===== src/flha_pkg.sv =====
`timescale 1ns / 1ps
package flha_pkg;

  // Arena geometry
  localparam int HEAP_UNITS = 4096;
  localparam int UNIT_BYTES = 16;
  localparam int AW         = 13;            // unit index width (0..HEAP_UNITS)
  localparam int BW         = 16;            // request byte count width

  // Byte-to-unit rounding: ceil division by UNIT_BYTES via reciprocal multiply
  localparam int XW    = BW + 1;             // bytes + UNIT_BYTES - 1
  localparam int UW    = XW;                 // unit count width
  localparam int UL    = $clog2(UNIT_BYTES);
  localparam int SH    = XW + UL;
  localparam int MW    = XW + 1;
  localparam int PW    = XW + MW;
  localparam logic [MW-1:0] RECIP = MW'(((64'd1 << SH) + UNIT_BYTES - 1) / UNIT_BYTES);

  // Every list walk is bounded
  localparam int WALK_BOUND = 4 * (HEAP_UNITS + 2);
  localparam int SW         = $clog2(WALK_BOUND + 1);

  typedef logic [AW-1:0] addr_t;

  localparam logic CMD_ALLOC = 1'b0;
  localparam logic CMD_FREE  = 1'b1;

  localparam logic ST_DONE = 1'b0;
  localparam logic ST_OOM  = 1'b1;

  // Request from the sequencer to the link/size stores
  typedef struct packed {
    logic  rd_en;
    addr_t rd_addr;
    logic  nx_we;
    addr_t nx_addr;
    addr_t nx_data;
    logic  sz_we;
    addr_t sz_addr;
    addr_t sz_data;
  } mem_req_t;

endpackage


===== src/flha_ctrl.sv =====
`timescale 1ns / 1ps
module flha_ctrl
  import flha_pkg::*;
(
  input  logic          clk,
  input  logic          rst_n,
  input  logic          start,
  output logic          busy,
  input  logic          in_cmd,
  input  logic [BW-1:0] in_request_bytes,
  input  addr_t         in_block_address,
  output logic          out_valid,
  output addr_t         out_address,
  output logic          out_status,
  output mem_req_t      req,
  input  addr_t         rd_next,
  input  addr_t         rd_size
);

  typedef enum logic [3:0] {
    S_IDLE, S_MUL, S_UNITS, S_CHK, S_RDPREV, S_LOOP, S_SPLIT,
    S_RSTART, S_RWALK, S_RBP, S_RQ, S_RP
  } state_t;

  state_t         state_r, state_nxt;
  logic [XW-1:0]  x_r, x_nxt;
  logic [PW-1:0]  prod_r, prod_nxt;
  logic [UW-1:0]  units_r, units_nxt;
  addr_t          prev_r, prev_nxt;
  addr_t          p_r, p_nxt;
  addr_t          rover_r, rover_nxt;
  logic           joined_r, joined_nxt;
  logic [SW-1:0]  steps_r, steps_nxt;
  logic [SW-1:0]  rsteps_r, rsteps_nxt;
  addr_t          bp_r, bp_nxt;
  addr_t          q_r, q_nxt;
  addr_t          sp_r, sp_nxt;
  addr_t          sb_r, sb_nxt;
  addr_t          nb_r, nb_nxt;
  addr_t          t_r, t_nxt;
  logic           ret_alloc_r, ret_alloc_nxt;
  logic           out_valid_r, out_valid_nxt;
  addr_t          out_address_r, out_address_nxt;
  logic           out_status_r, out_status_nxt;

  logic found;
  logic [AW:0] bp_end;
  logic [AW:0] p_end;

  assign busy        = (state_r != S_IDLE);
  assign out_valid   = out_valid_r;
  assign out_address = out_address_r;
  assign out_status  = out_status_r;

  // Address-ordered slot test during the release walk
  assign found  = ((bp_r > p_r) && (bp_r < rd_next)) ||
                  ((p_r >= rd_next) && ((bp_r > p_r) || (bp_r < rd_next)));
  assign bp_end = {1'b0, bp_r} + {1'b0, sb_r};
  assign p_end  = {1'b0, p_r} + {1'b0, sp_r};

  always_comb begin
    state_nxt       = state_r;
    x_nxt           = x_r;
    prod_nxt        = prod_r;
    units_nxt       = units_r;
    prev_nxt        = prev_r;
    p_nxt           = p_r;
    rover_nxt       = rover_r;
    joined_nxt      = joined_r;
    steps_nxt       = steps_r;
    rsteps_nxt      = rsteps_r;
    bp_nxt          = bp_r;
    q_nxt           = q_r;
    sp_nxt          = sp_r;
    sb_nxt          = sb_r;
    nb_nxt          = nb_r;
    t_nxt           = t_r;
    ret_alloc_nxt   = ret_alloc_r;
    out_valid_nxt   = 1'b0;
    out_address_nxt = out_address_r;
    out_status_nxt  = out_status_r;
    req             = '0;

    case (state_r)
      S_IDLE: begin
        if (start) begin
          if (in_cmd == CMD_ALLOC) begin
            x_nxt     = XW'(in_request_bytes) + XW'(UNIT_BYTES - 1);
            state_nxt = S_MUL;
          end else if (in_block_address == '0 ||
                       in_block_address > AW'(HEAP_UNITS)) begin
            out_valid_nxt   = 1'b1;
            out_address_nxt = '0;
            out_status_nxt  = ST_DONE;
          end else begin
            bp_nxt        = in_block_address;
            ret_alloc_nxt = 1'b0;
            state_nxt     = S_RSTART;
          end
        end
      end

      // Rounding: units = ceil(bytes / UNIT_BYTES) + 1
      S_MUL: begin
        prod_nxt  = PW'(x_r) * PW'(RECIP);
        state_nxt = S_UNITS;
      end

      S_UNITS: begin
        units_nxt = UW'(prod_r >> SH) + UW'(1);
        state_nxt = S_CHK;
      end

      S_CHK: begin
        if (units_r > UW'(HEAP_UNITS)) begin
          out_valid_nxt   = 1'b1;
          out_address_nxt = '0;
          out_status_nxt  = ST_OOM;
          state_nxt       = S_IDLE;
        end else begin
          prev_nxt    = rover_r;
          steps_nxt   = SW'(WALK_BOUND);
          req.rd_en   = 1'b1;
          req.rd_addr = rover_r;
          state_nxt   = S_RDPREV;
        end
      end

      // p = next(prev), then fetch p
      S_RDPREV: begin
        p_nxt       = rd_next;
        req.rd_en   = 1'b1;
        req.rd_addr = rd_next;
        state_nxt   = S_LOOP;
      end

      // Next-fit walk: size and link of p are on the read port
      S_LOOP: begin
        if (UW'(rd_size) >= units_r) begin
          rover_nxt = prev_r;
          if (UW'(rd_size) == units_r) begin
            req.nx_we       = 1'b1;
            req.nx_addr     = prev_r;
            req.nx_data     = rd_next;
            out_valid_nxt   = 1'b1;
            out_address_nxt = p_r;
            out_status_nxt  = (p_r == '0) ? ST_OOM : ST_DONE;
            state_nxt       = S_IDLE;
          end else begin
            req.sz_we   = 1'b1;
            req.sz_addr = p_r;
            req.sz_data = rd_size - AW'(units_r);
            t_nxt       = p_r + rd_size - AW'(units_r);
            state_nxt   = S_SPLIT;
          end
        end else if (p_r == rover_r) begin
          if (joined_r) begin
            out_valid_nxt   = 1'b1;
            out_address_nxt = '0;
            out_status_nxt  = ST_OOM;
            state_nxt       = S_IDLE;
          end else begin
            // first wrap: hand the whole arena to the list
            joined_nxt    = 1'b1;
            req.sz_we     = 1'b1;
            req.sz_addr   = AW'(1);
            req.sz_data   = AW'(HEAP_UNITS);
            bp_nxt        = AW'(1);
            ret_alloc_nxt = 1'b1;
            state_nxt     = S_RSTART;
          end
        end else if (steps_r == SW'(1)) begin
          out_valid_nxt   = 1'b1;
          out_address_nxt = '0;
          out_status_nxt  = ST_OOM;
          state_nxt       = S_IDLE;
        end else begin
          steps_nxt   = steps_r - SW'(1);
          prev_nxt    = p_r;
          p_nxt       = rd_next;
          req.rd_en   = 1'b1;
          req.rd_addr = rd_next;
        end
      end

      // Tail of a split block gets its header
      S_SPLIT: begin
        req.sz_we       = 1'b1;
        req.sz_addr     = t_r;
        req.sz_data     = AW'(units_r);
        out_valid_nxt   = 1'b1;
        out_address_nxt = t_r;
        out_status_nxt  = (t_r == '0) ? ST_OOM : ST_DONE;
        state_nxt       = S_IDLE;
      end

      // Release: walk from rover to the ordered slot
      S_RSTART: begin
        p_nxt       = rover_r;
        rsteps_nxt  = SW'(WALK_BOUND);
        req.rd_en   = 1'b1;
        req.rd_addr = rover_r;
        state_nxt   = S_RWALK;
      end

      S_RWALK: begin
        if (found) begin
          q_nxt       = rd_next;
          sp_nxt      = rd_size;
          req.rd_en   = 1'b1;
          req.rd_addr = bp_r;
          state_nxt   = S_RBP;
        end else if (rsteps_r == SW'(1)) begin
          // no slot: release fails
          out_valid_nxt   = 1'b1;
          out_address_nxt = '0;
          out_status_nxt  = ret_alloc_r ? ST_OOM : ST_DONE;
          state_nxt       = S_IDLE;
        end else begin
          rsteps_nxt  = rsteps_r - SW'(1);
          p_nxt       = rd_next;
          req.rd_en   = 1'b1;
          req.rd_addr = rd_next;
        end
      end

      S_RBP: begin
        sb_nxt      = rd_size;
        req.rd_en   = 1'b1;
        req.rd_addr = q_r;
        state_nxt   = S_RQ;
      end

      // Merge with upper neighbor
      S_RQ: begin
        req.nx_we   = 1'b1;
        req.nx_addr = bp_r;
        if (bp_end == {1'b0, q_r}) begin
          req.sz_we   = 1'b1;
          req.sz_addr = bp_r;
          req.sz_data = sb_r + rd_size;
          req.nx_data = rd_next;
          sb_nxt      = sb_r + rd_size;
          nb_nxt      = rd_next;
        end else begin
          req.nx_data = q_r;
          nb_nxt      = q_r;
        end
        state_nxt = S_RP;
      end

      // Merge with lower neighbor, then return
      S_RP: begin
        req.nx_we   = 1'b1;
        req.nx_addr = p_r;
        if (p_end == {1'b0, bp_r}) begin
          req.sz_we   = 1'b1;
          req.sz_addr = p_r;
          req.sz_data = sp_r + sb_r;
          req.nx_data = nb_r;
        end else begin
          req.nx_data = bp_r;
        end
        rover_nxt = p_r;
        if (!ret_alloc_r) begin
          out_valid_nxt   = 1'b1;
          out_address_nxt = '0;
          out_status_nxt  = ST_DONE;
          state_nxt       = S_IDLE;
        end else if (steps_r == SW'(1)) begin
          out_valid_nxt   = 1'b1;
          out_address_nxt = '0;
          out_status_nxt  = ST_OOM;
          state_nxt       = S_IDLE;
        end else begin
          // resume the walk from the new rover; its new link is forwarded
          steps_nxt   = steps_r - SW'(1);
          prev_nxt    = p_r;
          p_nxt       = req.nx_data;
          req.rd_en   = 1'b1;
          req.rd_addr = req.nx_data;
          state_nxt   = S_LOOP;
        end
      end

      default: begin
        state_nxt = S_IDLE;
      end
    endcase
  end

  always_ff @(posedge clk) begin
    if (!rst_n) begin
      state_r     <= S_IDLE;
      rover_r     <= '0;
      joined_r    <= 1'b0;
      out_valid_r <= 1'b0;
    end else begin
      state_r     <= state_nxt;
      rover_r     <= rover_nxt;
      joined_r    <= joined_nxt;
      out_valid_r <= out_valid_nxt;
    end
    x_r           <= x_nxt;
    prod_r        <= prod_nxt;
    units_r       <= units_nxt;
    prev_r        <= prev_nxt;
    p_r           <= p_nxt;
    steps_r       <= steps_nxt;
    rsteps_r      <= rsteps_nxt;
    bp_r          <= bp_nxt;
    q_r           <= q_nxt;
    sp_r          <= sp_nxt;
    sb_r          <= sb_nxt;
    nb_r          <= nb_nxt;
    t_r           <= t_nxt;
    ret_alloc_r   <= ret_alloc_nxt;
    out_address_r <= out_address_nxt;
    out_status_r  <= out_status_nxt;
  end

endmodule

===== config.mk =====
export PLATFORM = sky130hd
export DESIGN_NAME = flha_ctrl
export DESIGN_NICKNAME = d
export VERILOG_FILES = /design/src/flha_pkg.sv /design/src/flha_ctrl.sv
export SDC_FILE = /design/constraint.sdc
export NUM_CORES = 1
export LEC_CHECK = 0
export BUFFER_PORTS_ARGS = -buffer_cell sky130_fd_sc_hd__buf_2
export CAP_MARGIN = 10
export CORE_MARGIN = 10
export CORE_UTILIZATION = 37
export DETAILED_ROUTE_END_ITERATION = 8
export PLACE_DENSITY = 0.51
export SLEW_MARGIN = 30
export SYNTH_ARGS = -nofsm -noshare
export SYNTH_HDL_FRONTEND = slang
export SYNTH_SLANG_ARGS = --single-unit

===== constraint.sdc =====
create_clock -name clk -period 19.5 [get_ports clk]
set_input_delay 3.9 -clock clk [delete_from_list [all_inputs] [get_ports clk]]
set_output_delay 3.9 -clock clk [all_outputs]
set_load 0.03 [all_outputs]

==> results.sh <==
export IMPL_outcome="finished, final reports clean"
export IMPL_cts_setup_buffers=0
export IMPL_core_mm2=0.04185
export IMPL_reg2reg_setup_slack_ns=14.87
export IMPL_drt_total_wl_um=57830
export IMPL_crit_required_ns=15.60
export IMPL_die_x_um=225.4
export IMPL_rows=75
export IMPL_max_cap_violations=0
export IMPL_io_buffers=142
export IMPL_htree_levels=1
export IMPL_n_antenna_cell=0
export IMPL_setup_viol=0
export IMPL_skew_ns=0.02334
export IMPL_syn_area_mm2=0.01561
export IMPL_intPower_uw=1094
export IMPL_hold_violations=0
export IMPL_cts_resized=0
export IMPL_ys_types=75
export IMPL_area_growth_pct=14.24
export IMPL_synth_cells=1635
export IMPL_start_kind="primary input"
export IMPL_worst_pin_slew_ns=0.9069
export IMPL_hold_class="register to register"
export IMPL_drive_gt1_frac=0.1265
export IMPL_most_common_layout_cells="edfxtp_1 (189), nand2_1 (156), buf_2 (142)"
export IMPL_ys_seq_area_frac=0.3880
export IMPL_synth_warnings=0
export IMPL_worstReg2RegEnd="out_address[10]"
export IMPL_insertion_delay_ns=0.55
export IMPL_slew_headroom=0.3954
export IMPL_io_pins=143
export IMPL_switchingPower_uw=686.6
export IMPL_synth_net_count=1830
export IMPL_cp_end_kind="output pin"
export IMPL_synth_seq_cells=208
export IMPL_dp_cells=2286
export IMPL_grt_usage=0.2225
export IMPL_dieArea_mm2=0.05080
export IMPL_grt_met3_usage=0.04281
export IMPL_hold_buffers=0
export IMPL_finalNonFillerCells=2334
export IMPL_setup_ws_ns=8.055
export IMPL_path_class="primary input to output pin"
export IMPL_clkPwrFrac=0.261
export IMPL_clkTransAtPathRegs_ns=0.06
export IMPL_nets=1970
export IMPL_grt_util_met2=0.3608
export IMPL_min_delay_start="x_r[5]"
export IMPL_switching_share=0.3857
export IMPL_hpwlAfterDp_um=43850
export IMPL_period_share=0.5869
export IMPL_seqPwrFrac=0.376
export IMPL_synth_avg_cell_area_um2=9.547
export IMPL_holdPathStages=0
export IMPL_leakage_uw=0.007157
export IMPL_antenna_left=0
export IMPL_layout_min_cycle_time_ns=11.45
export IMPL_first_iter_violations=1184
export IMPL_crit_arrival_ns=7.55
export IMPL_place_gp_congestion=0.9217
export IMPL_ctsRootBufferMaster="clkbuf_16"
export IMPL_final_common_cell="edfxtp_1"
export IMPL_r2r_start="p_r[0]"
export IMPL_vias=13870
export IMPL_power_frac_comb=0.363
export IMPL_p_per_area_mw_per_mm2=99.84
export IMPL_crit_fanout=13
export IMPL_drc=0
export IMPL_grt_pass1_vias=13850
export IMPL_grt_pass1_wl_um=86420
export IMPL_dp_worst_setup_slack_ns=8.141
export IMPL_tns_ns=0
export IMPL_crit_top_cell="buf_2"
export IMPL_fmax_mhz=87.37
export IMPL_drv_slew=0
export IMPL_first_pass_iters=5
export IMPL_r2r_cells=11
export IMPL_critPathSlowestCell="a2111oi_0"
export IMPL_grtUsageMet1=0.2901
export IMPL_cts_buffers=26
export IMPL_vias_per_cell=5.944
export IMPL_path_cells="buf_2 > inv_1 > ha_1 > a21o_1 > a221o_1 > a41o_1 > a2111oi_0 > o21ai_0 > and3_1 > nor3_4 > o221ai_1 > buf_2"
export IMPL_synth_edf_count=189
export IMPL_die_h_um=225.4
export IMPL_async_reset_ff_frac=0
export IMPL_cts_sinks=208
export IMPL_rsz0062_at_grt="false"
export IMPL_placed_area_mm2=0.01703
export IMPL_yosys_most_used_dff="edfxtp_1"
export IMPL_whs_endpoint="prod_r[22]"
export IMPL_cts_tree="yes"
export IMPL_vdd_drop_max_v=0.00006167
export IMPL_grt_max_degree=42
export IMPL_busiest_layer="met2"
export IMPL_cts_buffer_depth=3
export IMPL_max_stage_delay_ns=0.66
export IMPL_finalPower_uw=1780
export IMPL_initial_core_util=0.3729
export IMPL_overflow=0
export IMPL_final_area_mm2=0.01783
export IMPL_wl_per_cell_um=24.78
export IMPL_antenna_found_initial=1
-- worst max path at each step --
stage	startpoint	to	slack, ns	cells after the start
final	rd_next[4]	req[61]	8.05	12
after floorplan	rd_next[4]	req[57]	7.49	11
after detailed placement	rd_next[4]	req[61]	8.14	12
after global placement	rd_next[4]	req[61]	7.94	12
after global routing	rd_next[4]	req[61]	7.86	12
after CTS	rd_next[4]	req[61]	8.13	12
-- final cells by class --
cell class / count / area [um2]
multi-input combinational: 1238 / 8891
tap: 539 / 674.4
inverter: 131 / 491.7
clock inverter: 9 / 67.56
fill: 4119 / 24020
sequential: 208 / 6056
timing repair buffer: 170 / 920.9
clock buffer: 39 / 730.7
-- power by group through the flow --
stage	Combinational, uW	Clock (uW)	Sequential (uW)
after floorplan	441	0	652
after global placement	637	0	674
after detailed placement	636	0	675
after CTS	645	471	667
after global routing	716	487	675
final	646	464	670
-- registers in the layout, indices dropped and copies added (netlist names) --
register / flops
joined_r: 1
x_r: 13
out_valid: 1
out_status: 1
prev_r: 13
ret_alloc_r: 1
nb_r: 13
steps_r: 15
sb_r: 13
state_r: 4
units_r: 14
q_r: 13
out_address: 13
p_r: 13
bp_r: 13
rsteps_r: 15
prod_r: 13
rover_r: 13
sp_r: 13
t_r: 13
-- layer usage --
metal	vias up	routed length, um
li1	6419	-
met1	6752	24500
met2	592	26610
met3	110	4648
met4	0	2072
met5	-	0
-- kinds of logic (layout without fill, tap and decap cells) --
group | after synthesis | after routing | share of synthesized area
mux | 16 | 16 | 0.01026
compound gates | 420 | 420 | 0.1961
fa+ha+maj | 136 | 136 | 0.1172
buf+inv | 189 | 349 | 0.04713
flops | 208 | 208 | 0.3880
simple gates | 526 | 526 | 0.1628
xor+xnor | 140 | 140 | 0.07856
-- per-stage QoR --
step	utilization	hold slack, ns
after floorplan	-	0.4003
after global placement	0.4063	0.4029
after detailed placement	0.4070	0.4072
after CTS	0.4261	0.4164
after global routing	0.4261	0.4203
final	0.4261	0.4126
-- synthesized netlist by cell type (32+ instances only) --
library cell / number / area [um2]
nor2_1: 134 / 503.0
edfxtp_1: 189 / 5675
a221o_1: 57 / 570.6
nand2_1: 156 / 585.6
xnor2_1: 92 / 805.8
a21oi_1: 65 / 325.3
inv_1: 129 / 484.2
clkbuf_1: 45 / 168.9
xor2_1: 48 / 420.4
o221ai_1: 32 / 280.3
ha_1: 119 / 1489
nor3_1: 33 / 165.2
nand3_1: 38 / 190.2
and2_1: 33 / 206.5
o21ai_0: 79 / 395.4
-- worst max-delay path, delay by kind of cell --
family | cells | cell delay, ns
adder cells (fa/ha/maj) | 1 | 0.32
AO/OA/AOI/OAI | 6 | 1.95
buffers and inverters | 3 | 0.43
AND/OR/NAND/NOR | 2 | 0.91
Power figures use the tool's default switching activity.
